==> src/rtl/core/rfc_pkg.sv <==
package rfc_pkg;

  // Default sizes
  localparam int unsigned MAX_LEN_DEF   = 64;
  localparam int unsigned MAX_RAILS_DEF = 16;

  // Field widths
  localparam int unsigned BYTE_W = 8;
  localparam int unsigned RC_W   = 5;

  // Configuration port
  localparam int unsigned APB_AW = 3;
  localparam int unsigned APB_DW = 32;

  // Register indexes (paddr bit 2)
  localparam logic REG_RAIL_COUNT   = 1'b0;
  localparam logic REG_DECRYPT_MODE = 1'b1;

  // Register reset values
  localparam logic [RC_W-1:0] RAIL_COUNT_RST   = 5'd3;
  localparam logic            DECRYPT_MODE_RST = 1'b0;

  // Controller states
  typedef enum logic [1:0] {
    ST_IDLE,
    ST_GATHER,
    ST_SCATTER,
    ST_EMIT
  } rfc_state_e;

  // Controller to datapath commands
  typedef struct packed {
    logic load;
    logic gen_step;
    logic emit_step;
  } rfc_cmd_t;

  // Datapath to controller status
  typedef struct packed {
    logic gen_done;
    logic emit_done;
  } rfc_sts_t;

endpackage

==> src/rtl/core/rfc_ram.sv <==
module rfc_ram #(
  parameter int unsigned Width = 8,
  parameter int unsigned Depth = 64
) (
  input  logic                     clk_i,
  input  logic                     we_i,
  input  logic [$clog2(Depth)-1:0] waddr_i,
  input  logic [Width-1:0]         wdata_i,
  input  logic [$clog2(Depth)-1:0] raddr_i,
  output logic [Width-1:0]         rdata_o
);

  logic [Width-1:0] mem_q [Depth];
  logic [Width-1:0] rdata_q;

  // Write port
  always_ff @(posedge clk_i) begin
    if (we_i) begin
      mem_q[waddr_i] <= wdata_i;
    end
  end

  // Registered read port
  always_ff @(posedge clk_i) begin
    rdata_q <= mem_q[raddr_i];
  end

  assign rdata_o = rdata_q;

endmodule

==> src/rtl/core/rfc_ctrl.sv <==
module rfc_ctrl (
  input  logic                clk_i,
  input  logic                rst_ni,
  input  logic                start_i,
  input  logic                in_last_i,
  input  logic                decrypt_i,
  input  rfc_pkg::rfc_sts_t   sts_i,
  output rfc_pkg::rfc_cmd_t   cmd_o,
  output logic                busy_o
);

  rfc_pkg::rfc_state_e state_q, state_d;

  // State register
  always_ff @(posedge clk_i or negedge rst_ni) begin
    if (!rst_ni) begin
      state_q <= rfc_pkg::ST_IDLE;
    end else begin
      state_q <= state_d;
    end
  end

  // Next state
  always_comb begin
    state_d = state_q;
    unique case (state_q)
      rfc_pkg::ST_IDLE: begin
        if (start_i && in_last_i) begin
          state_d = decrypt_i ? rfc_pkg::ST_SCATTER : rfc_pkg::ST_GATHER;
        end
      end
      rfc_pkg::ST_GATHER: begin
        if (sts_i.gen_done) state_d = rfc_pkg::ST_IDLE;
      end
      rfc_pkg::ST_SCATTER: begin
        if (sts_i.gen_done) state_d = rfc_pkg::ST_EMIT;
      end
      rfc_pkg::ST_EMIT: begin
        if (sts_i.emit_done) state_d = rfc_pkg::ST_IDLE;
      end
      default: state_d = rfc_pkg::ST_IDLE;
    endcase
  end

  // Outputs
  always_comb begin
    cmd_o  = '0;
    busy_o = 1'b1;
    unique case (state_q)
      rfc_pkg::ST_IDLE: begin
        busy_o     = 1'b0;
        cmd_o.load = start_i;
      end
      rfc_pkg::ST_GATHER, rfc_pkg::ST_SCATTER: begin
        cmd_o.gen_step = !sts_i.gen_done;
      end
      rfc_pkg::ST_EMIT: begin
        cmd_o.emit_step = !sts_i.emit_done;
      end
      default: busy_o = 1'b1;
    endcase
  end

endmodule

==> src/rtl/core/rfc_dpath.sv <==
module rfc_dpath #(
  parameter int unsigned MaxLen   = rfc_pkg::MAX_LEN_DEF,
  parameter int unsigned MaxRails = rfc_pkg::MAX_RAILS_DEF
) (
  input  logic                      clk_i,
  input  logic                      rst_ni,
  input  rfc_pkg::rfc_cmd_t         cmd_i,
  output rfc_pkg::rfc_sts_t         sts_o,
  input  logic [rfc_pkg::BYTE_W-1:0] in_byte_i,
  input  logic                      in_last_i,
  input  logic [rfc_pkg::RC_W-1:0]  rail_count_i,
  input  logic                      decrypt_i,
  output logic                      out_valid_o,
  output logic [rfc_pkg::BYTE_W-1:0] out_byte_o,
  output logic                      out_last_o,
  output logic                      overflow_o
);

  localparam int unsigned AW = $clog2(MaxLen);
  localparam int unsigned CW = $clog2(MaxLen + 1);
  localparam int unsigned KW = $clog2(MaxRails + 1);
  localparam int unsigned RW = $clog2(MaxRails);
  localparam int unsigned PW = $clog2(MaxLen + 2 * MaxRails);

  logic [CW-1:0] cnt_q, len_q, rank_q, seq_q;
  logic [KW-1:0] k_q, k_d;
  logic [RW-1:0] rail_q;
  logic [PW-1:0] pos_q, step, k1, rail_x;
  logic          phase_q, mode_q, ovf_seen_q, ovf_out_q;
  logic          full, yield, accept_last;
  logic          sc_vld_q;
  logic [AW-1:0] sc_addr_q;
  logic          ov_q, olast_q;
  logic [rfc_pkg::BYTE_W-1:0] buf_rdata, work_rdata;

  assign full        = (cnt_q == CW'(MaxLen));
  assign accept_last = cmd_i.load && in_last_i;
  assign yield       = cmd_i.gen_step && (pos_q < PW'(len_q));

  // Clamp the rail count to 1..MaxRails
  always_comb begin
    if (rail_count_i == '0) begin
      k_d = KW'(1);
    end else if (32'(rail_count_i) > 32'(MaxRails)) begin
      k_d = KW'(MaxRails);
    end else begin
      k_d = KW'(rail_count_i);
    end
  end

  // Zigzag stride along the current rail
  assign k1     = PW'(k_q) - PW'(1);
  assign rail_x = PW'(rail_q);
  always_comb begin
    if (k_q == KW'(1)) begin
      step = PW'(1);
    end else if (rail_q == '0 || rail_x == k1) begin
      step = k1 << 1;
    end else if (phase_q) begin
      step = rail_x << 1;
    end else begin
      step = (k1 - rail_x) << 1;
    end
  end

  // Message length, overflow and latched run settings
  always_ff @(posedge clk_i or negedge rst_ni) begin
    if (!rst_ni) begin
      cnt_q      <= '0;
      len_q      <= '0;
      k_q        <= KW'(1);
      mode_q     <= 1'b0;
      ovf_seen_q <= 1'b0;
      ovf_out_q  <= 1'b0;
    end else if (cmd_i.load) begin
      if (in_last_i) begin
        len_q      <= full ? cnt_q : cnt_q + CW'(1);
        k_q        <= k_d;
        mode_q     <= decrypt_i;
        ovf_out_q  <= ovf_seen_q | full;
        cnt_q      <= '0;
        ovf_seen_q <= 1'b0;
      end else if (full) begin
        ovf_seen_q <= 1'b1;
      end else begin
        cnt_q <= cnt_q + CW'(1);
      end
    end
  end

  // Walk rails and positions in rail order
  always_ff @(posedge clk_i or negedge rst_ni) begin
    if (!rst_ni) begin
      rail_q  <= '0;
      pos_q   <= '0;
      phase_q <= 1'b0;
      rank_q  <= '0;
    end else if (accept_last) begin
      rail_q  <= '0;
      pos_q   <= '0;
      phase_q <= 1'b0;
      rank_q  <= '0;
    end else if (cmd_i.gen_step) begin
      if (yield) begin
        pos_q   <= pos_q + step;
        phase_q <= !phase_q;
        rank_q  <= rank_q + CW'(1);
      end else begin
        rail_q  <= rail_q + RW'(1);
        pos_q   <= PW'(rail_q) + PW'(1);
        phase_q <= 1'b0;
      end
    end
  end

  // Sequential index for the decrypt output pass
  always_ff @(posedge clk_i or negedge rst_ni) begin
    if (!rst_ni) begin
      seq_q <= '0;
    end else if (accept_last) begin
      seq_q <= '0;
    end else if (cmd_i.emit_step) begin
      seq_q <= seq_q + CW'(1);
    end
  end

  // Scatter pipeline and output strobe
  always_ff @(posedge clk_i or negedge rst_ni) begin
    if (!rst_ni) begin
      sc_vld_q <= 1'b0;
      ov_q     <= 1'b0;
      olast_q  <= 1'b0;
    end else begin
      sc_vld_q <= yield && mode_q;
      ov_q     <= (yield && !mode_q) || cmd_i.emit_step;
      olast_q  <= cmd_i.emit_step ? (seq_q == len_q - CW'(1))
                                  : (rank_q == len_q - CW'(1));
    end
  end

  always_ff @(posedge clk_i) begin
    sc_addr_q <= pos_q[AW-1:0];
  end

  // Message buffer: gather at the zigzag position, or read in rank order
  rfc_ram #(
    .Width (rfc_pkg::BYTE_W),
    .Depth (MaxLen)
  ) u_msg_ram (
    .clk_i   (clk_i),
    .we_i    (cmd_i.load && !full),
    .waddr_i (cnt_q[AW-1:0]),
    .wdata_i (in_byte_i),
    .raddr_i (mode_q ? rank_q[AW-1:0] : pos_q[AW-1:0]),
    .rdata_o (buf_rdata)
  );

  // Work buffer: scatter ciphertext bytes to their plaintext positions
  rfc_ram #(
    .Width (rfc_pkg::BYTE_W),
    .Depth (MaxLen)
  ) u_work_ram (
    .clk_i   (clk_i),
    .we_i    (sc_vld_q),
    .waddr_i (sc_addr_q),
    .wdata_i (buf_rdata),
    .raddr_i (seq_q[AW-1:0]),
    .rdata_o (work_rdata)
  );

  assign sts_o.gen_done  = (rank_q == len_q);
  assign sts_o.emit_done = (seq_q == len_q);

  assign out_valid_o = ov_q;
  assign out_byte_o  = mode_q ? work_rdata : buf_rdata;
  assign out_last_o  = olast_q;
  assign overflow_o  = ovf_out_q;

endmodule

==> src/rtl/core/rail_fence_cipher.sv <==
// Channel  | Signals                                         | Direction
// ---------+-------------------------------------------------+----------
// input    | start, busy, in_byte_i, in_last_i               | in/out
// result   | out_valid_o, out_byte_o, out_last_o, overflow_o | out
// config   | psel, penable, pwrite, paddr, pwdata, prdata,   | in/out
//          | pready                                          |
//
// Bytes load one per cycle while busy is low and start is high. After the last
// byte of an n-byte message with k effective rails, encrypt keeps busy high
// for a walk that reads one byte per step, changes rail when a rail runs out
// and then finishes; the n results trail their buffer reads through the
// registered RAM read port. Decrypt keeps busy high for a scatter pass, then a
// sequential read pass that carries the n results. Reset clears control state
// and loads the register defaults; buffer contents are not cleared. Results
// are one-cycle strobes and the receiver cannot stall them.
module rail_fence_cipher #(
  parameter int unsigned MaxLen   = rfc_pkg::MAX_LEN_DEF,
  parameter int unsigned MaxRails = rfc_pkg::MAX_RAILS_DEF
) (
  input  logic                        clk_i,
  input  logic                        rst_ni,
  input  logic                        start,
  output logic                        busy,
  input  logic [rfc_pkg::BYTE_W-1:0]  in_byte_i,
  input  logic                        in_last_i,
  output logic                        out_valid_o,
  output logic [rfc_pkg::BYTE_W-1:0]  out_byte_o,
  output logic                        out_last_o,
  output logic                        overflow_o,
  input  logic                        psel,
  input  logic                        penable,
  input  logic                        pwrite,
  input  logic [rfc_pkg::APB_AW-1:0]  paddr,
  input  logic [rfc_pkg::APB_DW-1:0]  pwdata,
  output logic [rfc_pkg::APB_DW-1:0]  prdata,
  output logic                        pready
);

  logic [rfc_pkg::RC_W-1:0] rail_count_q;
  logic                     decrypt_mode_q;
  logic                     cfg_we;
  rfc_pkg::rfc_cmd_t        cmd;
  rfc_pkg::rfc_sts_t        sts;

  assign pready = 1'b1;
  assign cfg_we = psel && penable && pwrite;

  // Configuration registers
  always_ff @(posedge clk_i or negedge rst_ni) begin
    if (!rst_ni) begin
      rail_count_q   <= rfc_pkg::RAIL_COUNT_RST;
      decrypt_mode_q <= rfc_pkg::DECRYPT_MODE_RST;
    end else if (cfg_we) begin
      unique case (paddr[2])
        rfc_pkg::REG_RAIL_COUNT:   rail_count_q   <= pwdata[rfc_pkg::RC_W-1:0];
        rfc_pkg::REG_DECRYPT_MODE: decrypt_mode_q <= pwdata[0];
        default: ;
      endcase
    end
  end

  // Register readback
  always_comb begin
    unique case (paddr[2])
      rfc_pkg::REG_RAIL_COUNT:   prdata = rfc_pkg::APB_DW'(rail_count_q);
      rfc_pkg::REG_DECRYPT_MODE: prdata = rfc_pkg::APB_DW'(decrypt_mode_q);
      default:                   prdata = '0;
    endcase
  end

  rfc_ctrl u_ctrl (
    .clk_i     (clk_i),
    .rst_ni    (rst_ni),
    .start_i   (start),
    .in_last_i (in_last_i),
    .decrypt_i (decrypt_mode_q),
    .sts_i     (sts),
    .cmd_o     (cmd),
    .busy_o    (busy)
  );

  rfc_dpath #(
    .MaxLen   (MaxLen),
    .MaxRails (MaxRails)
  ) u_dpath (
    .clk_i        (clk_i),
    .rst_ni       (rst_ni),
    .cmd_i        (cmd),
    .sts_o        (sts),
    .in_byte_i    (in_byte_i),
    .in_last_i    (in_last_i),
    .rail_count_i (rail_count_q),
    .decrypt_i    (decrypt_mode_q),
    .out_valid_o  (out_valid_o),
    .out_byte_o   (out_byte_o),
    .out_last_o   (out_last_o),
    .overflow_o   (overflow_o)
  );

endmodule
==> config.mk <==
export PLATFORM = sky130hd
export DESIGN_NAME = rail_fence_cipher
export DESIGN_NICKNAME = d
export VERILOG_FILES = /design/src/rtl/core/rfc_pkg.sv /design/src/rtl/core/rfc_ram.sv /design/src/rtl/core/rfc_ctrl.sv /design/src/rtl/core/rfc_dpath.sv /design/src/rtl/core/rail_fence_cipher.sv
export SDC_FILE = /design/constraint.sdc
export NUM_CORES = 1
export LEC_CHECK = 0
export BUFFER_PORTS_ARGS = -buffer_cell sky130_fd_sc_hd__clkbuf_2
export CAP_MARGIN = 15
export CORE_MARGIN = 4
export CORE_UTILIZATION = 25
export CTS_CLUSTER_SIZE = 12
export DETAILED_ROUTE_END_ITERATION = 16
export GPL_TIMING_DRIVEN = 0
export PLACE_DENSITY = 0.49
export SYNTH_ARGS = -nofsm -noshare
export SYNTH_HDL_FRONTEND = slang
export SYNTH_SLANG_ARGS = --single-unit
==> constraint.sdc <==
create_clock -name clk_i -period 9.8 [get_ports clk_i]
set_clock_uncertainty 0.05 [all_clocks]
set_input_delay 1.96 -clock clk_i [delete_from_list [all_inputs] [get_ports clk_i]]
set_output_delay 1.96 -clock clk_i [all_outputs]
set_load 0.005 [all_outputs]
==> parameters.txt <==
Parameter                              Value

Worst setup path
  Worst Path Arrival ... ~4000 ps
  Count of cells along the worst register-to-register path ... 10
  CP bufs+invs ... 7
  Crit path required time ... 7790 ps
  Slowest cell delay on critical path ... 920 ps
  Category of the most critical setup path ... flop to output pin
  Slowest cell on crit path ... sky130_fd_sc_hd__buf_1
  Peak fanout along the critical path ... 10
  Cell Chain, Critical Path ... buf_4, buf_6, buf_2, buf_4, buf_2, buf_1, mux2_2, clkbuf_2
  Number of logic stages on the critical path including buffering ... 8
  Startpoint types ... flop
  Critical Path Sink Type ... output pin
  Crit-path leading delay family ... buffers and inverters

Synthesis
  Flop and latch count out of synthesis ... roughly 1100
  Yosys warning count ... 0
  Async S/R FF share, synth ... 0.05339
  Mapped cell area ... 49430 sq um
  Number of enable flip-flop cells after synthesis ... ~1000
  Number of different library cells in the post-synthesis netlist ... 75
  Syn avg cell area ... 15.00 sq um
  Synthesized instance count ... ~3300
  Sequential cell area fraction in the yosys report ... 0.6609
  Flip-flop cell with the highest count after synthesis ... sky130_fd_sc_hd__edfxtp_1

Timing
  Setup Viol. Count Final ... 0
  Slew Viols, Final ... 0
  Slew HR ... 0.2015
  Timing-limited maximum frequency ... 166.9 MHz
  Number of hold violations in the final report ... 0
  RSZ-0062 raised after global routing ... no
  Share of the cycle needed by the critical path after routing ... 0.6113
  Final worst path period need ... between 5000 and 6000 ps
  Setup Total Neg Slack ... 0 ps
  Worst-margin pin slew ... 1190 ps

Detailed routing
  Drc violations ... 0
  Starting DRT DRC Count ... ~3700
  Total length of routed wires ... between 150000 and 200000 um
  Average via count per standard cell ... between 5 and 6
  Wire length per cell after detailed routing ... ~26 um
  Total number of vias ... between 30000 and 40000
  DR pass1 iterations ... 6
  Remaining number of nets flagged by the antenna check after routing ... 0

Floorplanning
  Chip Height ... 452.7 um
  Width of the die ... between 400 and 500 um
  Starting Density ... 0.2525
  Core Box Area ... a little under 200000 sq um
  Rows ... approximately 160
  Die area ... about 200000 sq um
  Number of I/O pins ... 95

GRT
  Global Route Usage Sum ... 0.1529
  First-pass GRT wire length ... ~230000 um
  Pin count of the biggest net entering global routing ... 65
  Aggregate global routing overflow ... 0
  Via count of the first global-routing pass ... approximately 32000
  Initial antenna violation count ... 5

Job
  Max-cap violations ... 0

Min path
  Number of cells on the worst hold path ... 0
  Classification of the worst-slack hold path ... flop to flop

Cells and area
  Nets@finish ... about 3600
  Fraction of the core area covered by cells at the end of the flow ... 0.2922
  Synthesis-to-layout area growth ... 15.72%
  Count of non-filler cells in the finished layout ... around 6200
  Total of fill cells in the finished design ... just under 20000
  Fraction of layout instances using a drive strength above 1 ... 0.1591
  Leading cell type in the layout, fill and taps excluded ... sky130_fd_sc_hd__edfxtp_1
  Most used cells in the layout excluding fill and tap cells ... sky130_fd_sc_hd__edfxtp_1 (1024), sky130_fd_sc_hd__a211oi_1 (477), sky130_fd_sc_hd__nor2_1 (227)

Place
  HPWL after detailed placement ... around 110000 um
  Inst Count DP ... roughly 6000
  Number of port buffers ... 37
  RD Place Congestion ... around 0.85

Clock network
  Number of gates resized after cts ... 0
  Number of clock sinks ... about 1100
  Clock tree from TritonCTS ... built
  CTS max path bufs ... 3
  Maximum level of the CTS H-tree ... 3
  Clk Latency, worst-skew pair ... about 780 ps
  Number of clock buffers inserted by TritonCTS ... between 100 and 150
  CTS root buf ... sky130_fd_sc_hd__clkbuf_16
  Post CTS Setup Buffer Count ... 0
  Hold Buf Count CTS ... 0
  Reg clk slew, reported paths ... around 60 ps

Pwr
  Areal power density over the cells ... 300.1 nW/um^2
  Leakage dissipation ... 17.52 nW
  Peak ir drop on the vdd network ... between 150 and 200 uV

Outcome
  Outcome ... finished, final reports clean
## layout make-up
type                       count  area [sq um]  area share
antenna                        2         5.005  0.00008749
buffer                       293          1424     0.02489
clock buffer                 167          3282     0.05737
clock inverter                56         488.0    0.008530
inverter                      40         152.6    0.002668
multi-input combinational   1883         15290      0.2673
sequential                  1105         32680      0.5713
tap                         2624          3283     0.05739
timing repair buffer          57         596.8     0.01043
## cells by family (layout without fill, tap and decap cells)
group	Yosys count	after routing	share of synthesized area
compound gates	1009	1009	0.1514
xor+xnor	55	55	0.009745
fa+ha+maj	33	33	0.008656
buf+inv	333	613	0.03189
flops	1105	1105	0.6609
mux	197	197	0.08155
other cells	2	30	0.0001519
simple gates	561	561	0.05569
## sequential cells by signal (all words and copies together) (netlist names), 2 cells and up
register,flops
u_dpath.len_q,7
u_dpath.sc_addr_q,6
u_dpath.k_q,5
u_dpath.u_work_ram.rdata_o,8
u_dpath.u_msg_ram.mem_q,512
u_dpath.cnt_q,7
u_dpath.rank_q,7
u_dpath.u_msg_ram.rdata_o,8
u_ctrl.state_q,2
u_dpath.u_work_ram.mem_q,512
rail_count_q,5
u_dpath.rail_q,4
u_dpath.seq_q,7
u_dpath.pos_q,7
## final timing paths
check	start	to	slack, ps
max in group asynchronous	rst_ni	rail_count_q[1]	8200
min reg2reg	u_dpath.pos_q[0]	u_dpath.sc_addr_q[0]	390
min	u_dpath.pos_q[0]	u_dpath.sc_addr_q[0]	390
max reg2reg	u_dpath.pos_q[1]	u_dpath.u_msg_ram.rdata_o[0]	5290
min in group asynchronous	rst_ni	u_dpath.rail_q[1]	970
max	u_dpath.mode_q	out_byte_o[6]	3810
## power breakdown
group | total [mW] | internal [mW] | switching (mW)
combinational | 6.89 | 2.22 | 4.67
clock | 4.37 | 2.42 | 1.94
sequential | 5.92 | 5.63 | 0.282
total | 17.2 | 10.3 | 6.90
## per-stage QoR
step	area, sq um	total power [mW]	hold WS, ps	setup slack (ps)
finish	57200	17.17	386.1	3809
global placement	53000	12.67	377.1	4580
detailed placement	53380	12.79	370.3	4590
global route	57200	17.90	385.3	3693
floorplan	49530	10.09	318.4	5516
CTS	57150	17.16	380.9	3746
## per-layer routing
metal / GRT usage / wire length [um] / vias up
met4: 0.04504 / 4409 / 2
met5: 0 / 8 / -
met2: 0.2416 / 74840 / 1403
li1: - / - / 13930
met1: 0.2141 / 70540 / 16870
met3: 0.02777 / 11690 / 256
## synthesized netlist by cell type (all sizes together), types with 28 or more instances
cell / number / area, sq um
a211oi: 477 / 3581
edfxtp: 1024 / 30750
nor4: 28 / 175.2
nand4: 28 / 175.2
a21oi: 42 / 210.2
o41ai: 89 / 805.8
clkbuf: 101 / 379.1
xnor2: 36 / 315.3
buf: 192 / 1045
a31oi: 32 / 200.2
mux4: 163 / 3671
nand2: 103 / 386.6
dfrtp: 56 / 1401
inv: 38 / 142.6
o21ai: 81 / 409.1
nand4b: 31 / 271.5
o21bai: 157 / 1179
ha: 31 / 387.9
nor2: 228 / 858.3
Power figures use the tool's default switching activity.
